[src/sv/iida_pkg.sv]
package iida_pkg;

    localparam int DEPTH_DEF  = 64;
    localparam int WORD_W     = 32;
    localparam int IDX_MAX_W  = 11;

    localparam logic [WORD_W-1:0] ERR_WORD = 32'hFFFF_FC19;

    typedef enum logic [1:0] {
        ACT_INSERT = 2'd0,
        ACT_UPDATE = 2'd1,
        ACT_DELETE = 2'd2,
        ACT_READ   = 2'd3
    } action_t;

    typedef enum logic [1:0] {
        ST_OK    = 2'd0,
        ST_RANGE = 2'd1,
        ST_EMPTY = 2'd2,
        ST_FULL  = 2'd3
    } status_t;

    typedef struct packed {
        logic                 ins_en;
        logic                 upd_en;
        logic                 del_en;
        logic [IDX_MAX_W-1:0] index;
        logic [WORD_W-1:0]    value;
    } cell_cmd_t;

endpackage

[src/sv/iida_cell.sv]
module iida_cell #(
    parameter int POS = 0
) (
    input  logic                          clk,
    input  iida_pkg::cell_cmd_t           cmd,
    input  logic [iida_pkg::WORD_W-1:0]   left_word,
    input  logic [iida_pkg::WORD_W-1:0]   right_word,
    output logic [iida_pkg::WORD_W-1:0]   word,
    output logic [iida_pkg::WORD_W-1:0]   rd_word
);

    localparam logic [iida_pkg::IDX_MAX_W-1:0] POS_L = iida_pkg::IDX_MAX_W'(POS);

    logic [iida_pkg::WORD_W-1:0] entry_reg;
    logic [iida_pkg::WORD_W-1:0] entry_next;
    logic                        hit;

    assign hit = (cmd.index == POS_L);

    always_comb
    begin
        entry_next = entry_reg;
        priority if (cmd.ins_en)
        begin
            if (POS_L > cmd.index)
                entry_next = left_word;
            else if (hit)
                entry_next = cmd.value;
        end
        else if (cmd.upd_en)
        begin
            if (hit)
                entry_next = cmd.value;
        end
        else if (cmd.del_en)
        begin
            if (POS_L >= cmd.index)
                entry_next = right_word;
        end
        else
        begin
            entry_next = entry_reg;
        end
    end

    always_ff @(posedge clk)
    begin
        entry_reg <= entry_next;
    end

    assign word    = entry_reg;
    assign rd_word = hit ? entry_reg : '0;

endmodule
[config.mk]
export PLATFORM = sky130hd
export DESIGN_NAME = iida_cell
export DESIGN_NICKNAME = d
export VERILOG_FILES = /design/src/sv/iida_pkg.sv /design/src/sv/iida_cell.sv
export SDC_FILE = /design/constraint.sdc
export NUM_CORES = 1
export LEC_CHECK = 0
export BUFFER_PORTS_ARGS = -buffer_cell sky130_fd_sc_hd__buf_2
export CAP_MARGIN = 20
export CELL_PAD_IN_SITES_DETAIL_PLACEMENT = 0
export CELL_PAD_IN_SITES_GLOBAL_PLACEMENT = 1
export CORE_MARGIN = 3
export CORE_UTILIZATION = 30
export CTS_BUF_LIST = sky130_fd_sc_hd__clkbuf_4
export CTS_CLUSTER_DIAMETER = 120
export DETAILED_ROUTE_END_ITERATION = 10
export HOLD_SLACK_MARGIN = 0.03
export PLACE_DENSITY_LB_ADDON = 0.1
export SETUP_SLACK_MARGIN = 0.5
export SKIP_LAST_GASP = 1
export SLEW_MARGIN = 20
export SYNTH_ARGS = -nofsm -noshare
export SYNTH_HDL_FRONTEND = slang
export SYNTH_SLANG_ARGS = --single-unit
[constraint.sdc]
create_clock -name clk -period 10 [get_ports clk]
set_input_delay 0.5 -clock clk [delete_from_list [all_inputs] [get_ports clk]]
set_output_delay 0.5 -clock clk [all_outputs]
set_load 0.1 [all_outputs]
**Word level (Yosys, flattened, before mapping)**

Index checks and enable logic that the tools add are counted.
Widths: inputs -> output; s select.

- Bits of input ports: 111
- Output and inout bits: 64
- Flip-flop bits (word level): 32
- Logic and storage cells: 14

- Mux-type cells: 7
- Reduce and logical (&&, ||, !) cells: 4
- Order comparisons: 2

Operators with widths:

| kind | number |
|---|---|
| $mux 32 | 7 |
| $ge 1x11->1 const A | 1 |
| $gt 1x11->1 const A | 1 |
| $logic_not 11->1 | 1 |
| $reduce_bool 3->1 | 2 |
| $reduce_and 2->1 | 1 |

**Logic depth before layout (Yosys ltp)**

- Depth in word-level cells: 5
- Gate-level depth with buffers: 6
- Mapped depth without buffers: 3

**Worst setup path after synthesis**

Ideal clock, no wire load.

- Path type: input to register
- Start: in cmd[38] (netlist name)
- End: reg entry_reg, in the netlist word[0] (enable)
- Library setup time: 0.425 ns
- Cell stages on the path: 6
- Data required time: 9.575 ns
- Buffers on the path: 3
- Arrival time: 3.117 ns
- Setup slack: 6.458 ns
- Cell sequence: or4_1 -> buf_2 -> or2_1 -> buf_6 -> buf_8 -> o21ai_1

- Word-level cells in the longest chain between the ends: 3

RTL lines:

| item | RTL line | RTL |
|---|---|---|
| from (decl) | iida_cell.sv:5 | `input iida_pkg::cell_cmd_t cmd,` |
| $ge 1x11->1 | iida_cell.sv:37 | `if (POS_L >= cmd.index)` |
| $reduce_bool 3->1 (no line) | - |  |
| $reduce_and 2->1 (no line) | - |  |
| to (signal assigned) | iida_cell.sv:48 | `entry_reg <= entry_next;` |
| to (decl) | iida_cell.sv:14 | `logic [iida_pkg::WORD_W-1:0] entry_reg;` |

Every way passes these cells.
A chain may end at the register's enable or synchronous reset.

**Worst setup path after layout**

- Start: in cmd[34] (netlist name)
- End: out rd_word[7] (netlist name)

- Word-level cells in the longest chain between the ends: 2

RTL lines:

| item | RTL line | RTL |
|---|---|---|
| $logic_not 11->1 | iida_cell.sv:18 | `assign hit = (cmd.index == POS_L);` |
| $mux 32 | iida_cell.sv:52 | `assign rd_word = hit ? entry_reg : '0;` |
| to (decl) | iida_cell.sv:9 | `output logic [iida_pkg::WORD_W-1:0] rd_word` |

Every way passes these cells.

==> results.json <==
{
  "period_share": 0.312,
  "diodes": 0,
  "holdWs_ns": 0.453,
  "routedWlPerCell_um": 17.3,
  "timing.rr.start": "word[4]$_DFFE_PP_",
  "min_to": "word[21]$_DFFE_PP_",
  "clock-root-buffer": "clkbuf_4",
  "r2r_slack_ns": 9.04,
  "ys_warn_count": 0,
  "grt_max_degree": 66,
  "drtIter0Drc": 136,
  "finClkSkew_ns": 0,
  "synth_area_leaders": "edfxtp_1 44%, o311ai_0 13%, o211ai_1 11%",
  "crit_buf_inv": 3,
  "syn_nets": 348,
  "pin_count": 175,
  "maxCapViolations": 0,
  "setup_ws_ns": 6.88,
  "clock_latency_ns": 0.34,
  "layout_min_cycle_time_ns": 3.12,
  "max_slew.worst_pin.slew_ns": 0.683,
  "rsz0062_at_grt": "no",
  "drcViolationCount": 0,
  "final_common_cell": "buf_2",
  "largest_reg_flops": 32,
  "rr_worst_depth": 2,
  "cpMaxStageDelayCell": "nor2_4",
  "synth_area_per_cell_um2": 9.24,
  "ys_seq_area_frac": 0.439,
  "final_cell_mix": "142 x buf_2, 33 x nand2_1",
  "utilization": 0.435,
  "drtPass1Iterations": 4,
  "grt_pass1_vias": 2440,
  "final_nets": 468,
  "endpoint_kind": "output pin",
  "power.density_mw_per_mm2": 159,
  "yosysTopAreaCell": "edfxtp_1",
  "ir_drop_v": 0.0000810,
  "post_cts_buffers": 0,
  "final_cells": 454,
  "vias": 2427,
  "crit_arrival_ns": 2.62,
  "ys_seq_elements": 32,
  "path_common_cell": "buf_2",
  "setup_viol": 0,
  "port_buffers": 142,
  "syn_inst": 237,
  "syn_to_final_growth_pct": 38.0,
  "hold_path.class": "input pin to register",
  "postCtsHoldBufs": 0,
  "drive_above_1_share": 0.453,
  "floorplan.die_area_mm2": 0.00836,
  "gp_congestion": 0.705,
  "groute.usage.overall": 0.181,
  "reg2reg_to": "word[4]$_DFFE_PP_",
  "wirelength_mm": 7.86,
  "rows": 30,
  "grt_pass1_wl_mm": 12.4,
  "cp_data_required_time_ns": 9.50,
  "hpwl_mm": 4.66,
  "drv_slew": 0,
  "p_leak_nw": 1.36,
  "cp-start-kind": "input pin",
  "path_max_fanout": 34,
  "start_util": 0.315,
  "synth_top_area_share": 0.439,
  "worstSetupPathType": "input pin to output pin",
  "worst_path_dominant_cell_family": "simple AND/OR/NAND/NOR gates",
  "crit_chain": "buf_2, or4_1, buf_4, nor2_4, and3_1, buf_2",
  "viasPerCell": 5.35,
  "synthesis.area_mm2": 0.00219,
  "cts_max_level": 2,
  "die_w_um": 91.5,
  "hp-start": "right_word[21]",
  "ant_nets": 0,
  "tns_ns": 0,
  "yosysUniqueCellTypes": 17,
  "cts_tree": "yes",
  "cts.sinks": 32,
  "post-place-ws_ns": 6.45,
  "hold_viol_final": 0,
  "core_mm2": 0.00694,
  "clkTransAtPathRegs_ns": 0.11,
  "grt_antenna_before_repair": 0,
  "clk_path_buf_depth": 2,
  "outcome": "finished clean",
  "nFillCells": 714,
  "slew_headroom": 0.545,
  "dp_cells": 445,
  "fmax_ghz": 0.320,
  "min_path_cells": 3,
  "overflow": 0,
  "die_h_um": 91.5,
  "cts_resized": 0,
  "cts_made_buffers": 5,
  "max_stage_delay_ns": 0.53
}
-- cells by family after synthesis --
group,after synthesis,share of synthesized area
and+or+nand+nor,105,0.242
AOI/OAI and AO/OA,65,0.240
buffers and inverters,35,0.0794
DFF,32,0.439
-- tightest hold or removal path, delay by kind of cell --
kind	cells	cell delay, ns
compound gates	1	0.07
buf+inv	1	0.07
simple gates	1	0.04
-- final cells by class --
type / count / area, um2 / area share
clock buffers: 6 / 45.0 / 0.0149
clock inverters: 2 / 35.0 / 0.0116
multi-input cells: 170 / 1090 / 0.359
flip-flops and latches: 32 / 961 / 0.318
well taps: 96 / 120 / 0.0397
repair buffers: 148 / 776 / 0.257
-- Yosys cell counts, drive strengths merged --
library cell and number:
and3 32, or3 1, o211ai 32, or2 2, nor2 2, edfxtp 32
clkbuf 30, o311ai 32, nand2 33, o21ai 1, nor3 1, nand3 32
buf 5, or4 2
-- power by group --
part,switching (mW),internal (mW)
registers,0.0107,0.169
logic,0.157,0.0370
clock network,0.0507,0.0551
-- routing by layer --
metal,global-route usage,up-vias,part of all wire
li1,-,1187,-
met3,0.0423,6,0.075
met4,0.0415,0,0.0084
met5,0,-,0
met2,0.315,88,0.49
met1,0.226,1146,0.43
-- worst max path at each step --
stage / from / end / slack (ns) / depth (start not counted)
after floorplan: cmd[38] / word[0]$_DFFE_PP_ / 6.46 / 6
after global placement: cmd[38] / rd_word[7] / 6.50 / 6
final: cmd[34] / rd_word[7] / 6.88 / 6
after global routing: cmd[34] / rd_word[24] / 6.74 / 6
after detailed placement: cmd[34] / rd_word[7] / 6.45 / 6
after CTS: cmd[34] / rd_word[7] / 6.45 / 6
-- through the flow --
stage / power [mW] / instance area, um2
6_report: 0.479 / 3020
5_1_grt: 0.499 / 3020
4_1_cts: 0.482 / 2990
3_5_place_dp: 0.376 / 2910
3_3_place_gp: 0.374 / 2910
2_1_floorplan: 0.335 / 2190
Note: power is estimated with default switching activity, not from simulation.
